[config.mk]
export PLATFORM = sky130hd
export DESIGN_NAME = tpsr_round
export DESIGN_NICKNAME = d
export VERILOG_FILES = /design/src/hw/rtl/tpsr_pkg.sv /design/src/hw/rtl/tpsr_round.sv
export SDC_FILE = /design/constraint.sdc
export NUM_CORES = 1
export LEC_CHECK = 0
export BUFFER_PORTS_ARGS = -buffer_cell sky130_fd_sc_hd__buf_2
export CAP_MARGIN = 0
export CORE_MARGIN = 3
export CORE_UTILIZATION = 40
export DETAILED_ROUTE_END_ITERATION = 6
export PLACE_DENSITY_LB_ADDON = 0.12
export SYNTH_ARGS = -nofsm -noshare
export SYNTH_HDL_FRONTEND = slang
export SYNTH_SLANG_ARGS = --single-unit
[constraint.sdc]
create_clock -name clk -period 5.1 [get_ports clk]
set_input_delay 1.02 -clock clk [delete_from_list [all_inputs] [get_ports clk]]
set_output_delay 1.02 -clock clk [all_outputs]
set_load 0.01 [all_outputs]
[src/hw/rtl/tpsr_pkg.sv]
// shared types, widths and codes of the triple product rounding unit
package tpsr_pkg;

  localparam int SIG_W  = 53;
  localparam int EXP_W  = 14;
  localparam int PROD_W = 159;
  localparam int SHIFT_W = 8;

  localparam logic [1:0] ST_NORMAL   = 2'd0;
  localparam logic [1:0] ST_OVERFLOW = 2'd1;
  localparam logic [1:0] ST_ZERO     = 2'd2;
  localparam logic [1:0] ST_DOMAIN   = 2'd3;

  localparam logic [63:0] POS_INF = 64'h7FF0_0000_0000_0000;

  typedef logic signed [EXP_W-1:0] exp_t;
  typedef logic [SIG_W-1:0]        sig_t;
  typedef logic [PROD_W-1:0]       prod_t;

  typedef struct packed {
    logic bad;
    logic zero;
  } flag_t;

endpackage

[src/hw/rtl/tpsr_round.sv]
// exponent range, sticky shift, nearest-even rounding and packing, three stages
module tpsr_round import tpsr_pkg::*; (
  input  logic        clk,
  input  logic        rst,
  input  logic        en,
  input  logic        v_in,
  input  prod_t       full,
  input  exp_t        pexp,
  input  flag_t       flags,
  output logic        v_out,
  output logic [63:0] product_bits,
  output logic [1:0]  status
);

  // stage 1: leading bit position, range checks, shift amount
  logic               v1;
  prod_t              p1;
  exp_t               lead1;
  logic               ovf1, norm1;
  logic [SHIFT_W-1:0] sh1;
  flag_t              f1;
  exp_t               top_idx, lead_next, sub_sh;
  logic [SHIFT_W-1:0] sh_next;

  always_comb begin
    priority if (full[158]) top_idx = exp_t'(158);
    else if (full[157])     top_idx = exp_t'(157);
    else                    top_idx = exp_t'(156);
    lead_next = pexp + top_idx;
    sub_sh    = exp_t'(-1074) - pexp;
    if (lead_next >= exp_t'(-1022)) begin
      sh_next = SHIFT_W'(top_idx - exp_t'(52));
    end else if (sub_sh > exp_t'(160)) begin
      sh_next = SHIFT_W'(160);
    end else begin
      sh_next = SHIFT_W'(sub_sh);
    end
  end

  // stage 2: aligned significand, round and sticky bits
  logic        v2;
  logic [53:0] r2;
  logic        rnd2, stk2;
  exp_t        lead2;
  logic        ovf2, norm2;
  flag_t       f2;
  prod_t       t_next, mask_next;
  logic [SHIFT_W-1:0] shm1;

  always_comb begin
    shm1      = sh1 - SHIFT_W'(1);
    t_next    = p1 >> shm1;
    mask_next = ~({PROD_W{1'b1}} << shm1);
  end

  // stage 3: increment and result selection
  logic [53:0] rr;
  logic [10:0] expf;
  logic [63:0] bits_next;
  logic [1:0]  st_next;

  always_comb begin
    rr   = r2 + 54'(rnd2 && (stk2 || r2[0]));
    expf = 11'(lead2 + exp_t'(1023)) + 11'(rr[53]);
    priority if (f2.bad) begin
      bits_next = '0; st_next = ST_DOMAIN;
    end else if (f2.zero) begin
      bits_next = '0; st_next = ST_ZERO;
    end else if (ovf2) begin
      bits_next = POS_INF; st_next = ST_OVERFLOW;
    end else if (rr == 54'd0) begin
      bits_next = '0; st_next = ST_ZERO;
    end else if (lead2 == exp_t'(1023) && rr[53]) begin
      bits_next = POS_INF; st_next = ST_OVERFLOW;
    end else if (norm2) begin
      bits_next = {1'b0, expf, rr[53] ? 52'd0 : rr[51:0]};
      st_next   = ST_NORMAL;
    end else begin
      bits_next = {10'd0, rr};
      st_next   = ST_NORMAL;
    end
  end

  always_ff @(posedge clk) begin
    if (rst) begin
      v1 <= 1'b0; v2 <= 1'b0; v_out <= 1'b0;
    end else if (en) begin
      v1 <= v_in; v2 <= v1; v_out <= v2;
    end
    if (en) begin
      p1    <= full;
      lead1 <= lead_next;
      ovf1  <= lead_next > exp_t'(1023);
      norm1 <= lead_next >= exp_t'(-1022);
      sh1   <= sh_next;
      f1    <= flags;

      r2    <= t_next[54:1];
      rnd2  <= t_next[0];
      stk2  <= |(p1 & mask_next);
      lead2 <= lead1;
      ovf2  <= ovf1;
      norm2 <= norm1;
      f2    <= f1;

      product_bits <= bits_next;
      status       <= st_next;
    end
  end

endmodule

==> results.sh, run 1 <==
export IMPL_r2r_start="sh1[2]"
export IMPL_finalInstanceArea_um2=29100
export IMPL_outcome="finished, violations left"
export IMPL_finalClockSkew_ns=0.0176
export IMPL_hold_depth=0
export IMPL_finalSetupViolCount=0
export IMPL_tightest_slew_ns=1.25
export IMPL_cp_slowest_cell="edfxtp_1"
export IMPL_crit_buf_inv=2
export IMPL_drv_cap=0
export IMPL_cts_buffer_depth=3
export IMPL_yosysWarnings=0
export IMPL_drc=2
export IMPL_io_pins=246
export IMPL_layout_drive_gt1_share=0.213
export IMPL_dpl_cell_area_um2=28000
export IMPL_grt_pass1_wl_um=161000
export IMPL_wirelength_um=112000
export IMPL_die_height_um=258
export IMPL_grt_start_max_net_pins=132
export IMPL_synth_area_leaders="edfxtp_1 38%, mux4_2 13%, mux2i_1 6.3%"
export IMPL_start_util=0.408
export IMPL_place_gp_congestion=1.01
export IMPL_seq_area_frac_synth=0.384
export IMPL_placementRows=91
export IMPL_antenna_cells=0
export IMPL_hold_path_endpoint="lead2[12]"
export IMPL_htreeDepth=2
export IMPL_dp_hpwl_um=89000
export IMPL_cts_tree="done"
export IMPL_yosys_cell_types_count=80
export IMPL_synth_edf_count=324
export IMPL_final_max_slew_viol_count=0
export IMPL_power_mw=10.8
export IMPL_cts_sinks=327
export IMPL_cp_top_family="simple AND/OR/NAND/NOR gates"
export IMPL_timing_final_crit_share=0.924
export IMPL_leakagePower_nw=10.8
export IMPL_path_cells="or3_1, nor4_1, o31ai_2, buf_4, o21a_1, o22a_1, a2111oi_0, nand4_1, nor4_1, nand3_1, buf_4"
export IMPL_powerDensity_nw_per_um2=372
export IMPL_clock_latency_ns=0.57
export IMPL_violations="design-rule violations"
export IMPL_slew_headroom=0.162
export IMPL_rsz0062_at_grt="no"
export IMPL_multi_input_area_um2=14800
export IMPL_die_w_um=258
export IMPL_antenna_found_initial=3
export IMPL_ff2ff_setup_slack_ns=0.39
export IMPL_tns_ns=0
export IMPL_vias_per_cell=6.42
export IMPL_core_area_um2=62400
export IMPL_syn_cell_area_um2=25500
export IMPL_first_global_vias=22800
export IMPL_synth_top_cell_area_share=0.382
export IMPL_setup_slack_ns=0.385
export IMPL_pre_cts_slack_ns=0.398
export IMPL_cts_hold_repair_buffers=0
export IMPL_wl_per_cell_um=30.5
export IMPL_syn2layout_area_growth_pct=14.2
export IMPL_cp_required_ns=5.41
export IMPL_hold_violations=0
export IMPL_timing_worst_setup_path_type="reg2reg"
export IMPL_ys_flop_type="edfxtp_1"
export IMPL_reg2reg_to="stk2"
export IMPL_hold_path_class="reg2reg"
export IMPL_vias=23500
export IMPL_crit_fanout=17
export IMPL_grt_overflow_total=0
export IMPL_grt_usage=0.330
export IMPL_numPortBuffers=244
export IMPL_avgSynthCellArea_um2=9.66
export IMPL_worstHoldStart="lead1[12]"
export IMPL_synth_nets=2830
export IMPL_rr_worst_depth=11
export IMPL_ys_seq_elements=327
export IMPL_ant_nets=0
export IMPL_cts_root_buf="clkbuf_16"
export IMPL_cts_clk_slew_worst_paths_ns=0.06
export IMPL_final_nets=3002
export IMPL_cts_inserted_buffers=37
export IMPL_min_period_ns=4.71
export IMPL_first_pass_iters=7
export IMPL_ir_drop_mv=0.281
export IMPL_fillCellCount=6026
export IMPL_async_reset_ff_frac=0
export IMPL_cp_arrival_ns=5.03
export IMPL_dieArea_um2=66700
export IMPL_postSynthCellCount=2636
export IMPL_yosys_area_top_type="edfxtp_1"
export IMPL_start_kind="register"
export IMPL_slowest_delay_ns=0.70
export IMPL_regArea_um2=9790
export IMPL_drt_iter0_drc=2657
export IMPL_end_kind="register"
export IMPL_postCtsSetupRepairBufs=0
export IMPL_fin_hold_ws_ns=0.418
export IMPL_cts_resized=0
export IMPL_max_freq_mhz=212
per-layer routing:
layer | vias up | GRT usage | part of all wire
met5 | - | 0 | 0.00021
met4 | 4 | 0.182 | 0.067
met3 | 286 | 0.0683 | 0.084
met2 | 1278 | 0.532 | 0.46
met1 | 11600 | 0.416 | 0.39
li1 | 10400 | - | -
cells by family (layout without fill, tap and decap cells):
kind of cell,Yosys count,in the layout,synth area share
buf+inv,259,455,0.0413
other cells,1,1,0.000147
simple gates,955,955,0.169
xor+xnor,83,83,0.0285
flops,327,327,0.384
mux,335,335,0.208
fa+ha+maj,15,15,0.00767
compound gates,661,661,0.161
metrics by stage:
stage | cells | util
floorplan | 2636 | -
global placement | 3606 | 0.448
detailed placement | 3606 | 0.448
CTS | 3669 | 0.466
global route | 3669 | 0.466
finish | 3669 | 0.466
layout make-up:
| type | instances | area share |
|---|---|---|
| clock inverters | 16 | 0.00422 |
| well taps | 837 | 0.0360 |
| flip-flops and latches | 327 | 0.337 |
| multi-input cells | 2050 | 0.508 |
| clock buffers | 47 | 0.0339 |
| repair buffers | 347 | 0.0758 |
| inverters | 45 | 0.00581 |
synth_stat cells (16+ instances only):
library cell  number
nand4_1           37
nand3_1           71
a311oi_1          16
clkbuf_1         124
mux2i_1          159
a21oi_1          163
o22ai_1           45
buf_1             41
nor3_1            58
a211oi_1          54
mux2_2            24
buf_2             43
xor2_1            34
nor2_1           253
o21ai_0          205
o211ai_1          28
xnor2_1           49
a31oi_1           22
o31ai_1           20
and3_1            18
inv_1             45
nand2_1          396
edfxtp_1         324
nor4_1            24
mux4_2           152
where the power goes:
group | switching [mW] | internal [mW] | leakage, nW | total (mW)
combinational | 2.96 | 1.68 | 7.02 | 4.64
clock | 1.07 | 1.42 | 0.536 | 2.49
sequential | 0.406 | 3.27 | 3.24 | 3.68
worst max path at each step:
stage            from          endpoint  cells past startpoint  slack [ns]
2_1_floorplan  sh1[0]             r2[6]                     18        0.62
6_report       sh1[2]              stk2                     11        0.39
3_5_place_dp    r2[0]  product_bits[31]                     15        0.40
5_1_grt        sh1[2]              stk2                     11        0.15
3_3_place_gp    r2[0]  product_bits[31]                     15        0.45
4_1_cts         r2[0]  product_bits[31]                     15        0.36
cell usage in the layout, fill, tap and decap left out, types with 37 or more instances in the layout:
cell,n
a211oi_1,54
a21oi_1,163
buf_2,243
buf_4,87
clkbuf_16,38
edfxtp_1,324
inv_1,45
mux2i_1,159
mux4_2,152
nand2_1,395
nand3_1,71
nand4_1,37
nor2_1,252
nor3_1,55
o21ai_0,205
o22ai_1,45
xnor2_1,44
sequential cells by signal, indices dropped and copies added (netlist names):
name and cells:
f1 2, f2 2, lead1 14, lead2 14, norm1 1, norm2 1
ovf1 1, ovf2 1, p1 159, product_bits 63, r2 54, rnd2 1
sh1 8, status 2, stk2 1, v1 1, v2 1, v_out 1
No activity file was read; power rests on OpenSTA's default activity.
==> run 2, diff against run 1 <==
- BUFFER_PORTS_ARGS: -buffer_cell sky130_fd_sc_hd__buf_2 -> -buffer_cell sky130_fd_sc_hd__clkbuf_2
==> results.sh, run 2 (same netlist as run 1, synthesis figures left out) <==
export IMPL_vias=23700
export IMPL_final_cell_mix="395 x nand2_1, 324 x edfxtp_1, 252 x nor2_1"
export IMPL_ir_drop_mv=0.388
export IMPL_largest_reg_flops=159
export IMPL_timing_final_crit_share=0.921
export IMPL_placementRows=91
export IMPL_power_mw=11.3
export IMPL_wl_per_cell_um=31.1
export IMPL_hold_path_endpoint="lead2[0]"
export IMPL_cts_clk_slew_worst_paths_ns=0.06
export IMPL_fin_hold_ws_ns=0.416
export IMPL_layout_drive_gt1_share=0.215
export IMPL_grt_pass1_wl_um=162000
export IMPL_grt_usage=0.333
export IMPL_drv_cap=0
export IMPL_final_core_util=0.468
export IMPL_wirelength_um=114000
export IMPL_reg2reg_to="r2[13]"
export IMPL_worstHoldStart="lead1[0]"
export IMPL_cp_arrival_ns=5.14
export IMPL_finalClockSkew_ns=0.0342
export IMPL_drc=4
export IMPL_final_nets=2996
export IMPL_top_register="p1"
export IMPL_tns_ns=0
export IMPL_cts_inserted_buffers=38
export IMPL_syn2layout_area_growth_pct=14.8
export IMPL_powerDensity_nw_per_um2=387
export IMPL_cts_buffer_depth=3
export IMPL_htreeDepth=2
export IMPL_timing_worst_setup_path_type="reg2reg"
export IMPL_reg_largest_list="p1 (159), product_bits (63), r2 (54)"
export IMPL_cp_required_ns=5.54
export IMPL_cts_resized=0
export IMPL_fillCellCount=6036
export IMPL_violations="design-rule violations"
export IMPL_ant_nets=0
export IMPL_slew_headroom=0.214
export IMPL_die_height_um=258
export IMPL_numPortBuffers=244
export IMPL_grt_start_max_net_pins=139
export IMPL_place_gp_congestion=1.04
export IMPL_cts_sinks=327
export IMPL_hold_path_class="reg2reg"
export IMPL_clock_latency_ns=0.58
export IMPL_core_area_um2=62400
export IMPL_start_util=0.408
export IMPL_dp_hpwl_um=89400
export IMPL_cts_tree="done"
export IMPL_wl_met2_um=52700
export IMPL_tightest_slew_ns=1.17
export IMPL_final_max_slew_viol_count=0
export IMPL_hold_depth=0
export IMPL_r2r_start="sh1[0]"
export IMPL_max_freq_mhz=213
export IMPL_dr_wl_met3_um=10200
export IMPL_cts_root_buf="clkbuf_16"
export IMPL_first_pass_iters=7
export IMPL_rr_worst_depth=15
export IMPL_vias_per_cell=6.46
export IMPL_outcome="finished, violations left"
export IMPL_min_period_ns=4.70
export IMPL_start_kind="register"
export IMPL_io_pins=246
export IMPL_cts_hold_repair_buffers=0
export IMPL_ff2ff_setup_slack_ns=0.40
export IMPL_dpl_cell_count=3599
export IMPL_grt_overflow_total=0
export IMPL_end_kind="register"
export IMPL_rsz0062_at_grt="no"
export IMPL_leakagePower_nw=10.9
export IMPL_first_global_vias=22500
export IMPL_hold_violations=0
export IMPL_crit_fanout=52
export IMPL_final_cells=3670
export IMPL_highest_layer="met5"
export IMPL_wirelength_met1_um=43300
export IMPL_antenna_found_initial=1
export IMPL_postCtsSetupRepairBufs=0
export IMPL_drt_iter0_drc=2454
export IMPL_finalSetupViolCount=0
export IMPL_dieArea_um2=66700
export IMPL_die_w_um=258
export IMPL_final_common_cell="nand2_1"
run 2: layer usage:
layer / global-route usage / vias up
li1: - / 10400
met1: 0.416 / 11600
met2: 0.539 / 1427
met3: 0.0681 / 309
met4: 0.189 / 2
met5: 0 / -
run 2: where the power goes:
part	switching (mW)	internal [mW]
combinational	2.98	1.65
clock	1.17	1.83
sequential	0.410	3.27
run 2: layout make-up:
class | instances | area (um2) | area share
clock buffer | 40 | 958 | 0.0328
clock inverter | 29 | 389 | 0.0133
multi-input combinational | 2050 | 14800 | 0.505
antenna | 2 | 5.00 | 0.000171
timing repair buffer | 340 | 2110 | 0.0724
tap | 837 | 1050 | 0.0358
inverter | 45 | 169 | 0.00578
sequential | 327 | 9790 | 0.335
run 2: metrics by stage:
step | area, um2 | worst slack [ns]
2_1_floorplan | 25500 | 0.619
3_3_place_gp | 27900 | 0.460
3_5_place_dp | 27900 | 0.396
4_1_cts | 29200 | 0.349
5_1_grt | 29200 | 0.123
6_report | 29200 | 0.401
run 2: how the worst max path moves through the flow:
stage / startpoint / end / slack (ns) / cells past startpoint
3_5_place_dp: stk2 / product_bits[31] / 0.40 / 12
3_3_place_gp: stk2 / product_bits[31] / 0.46 / 12
5_1_grt: stk2 / product_bits[31] / 0.12 / 16
2_1_floorplan: sh1[0] / r2[6] / 0.62 / 18
6_report: sh1[0] / r2[13] / 0.40 / 15
4_1_cts: stk2 / product_bits[31] / 0.35 / 12
run 2: worst max-delay path, cell delays in order, from the launching register on:
cell and delay, ns:
edfxtp_1 0.60, inv_1 0.19, ha_1 0.25, nor3b_1 0.13
buf_4 0.19, xnor2_2 0.33, buf_4 0.25, buf_4 0.42
buf_4 0.58, o211ai_1 0.32, o21ai_0 0.16, nor2_1 0.06
a211oi_1 0.25, a31oi_1 0.06, o21ai_0 0.50, buf_4 0.22
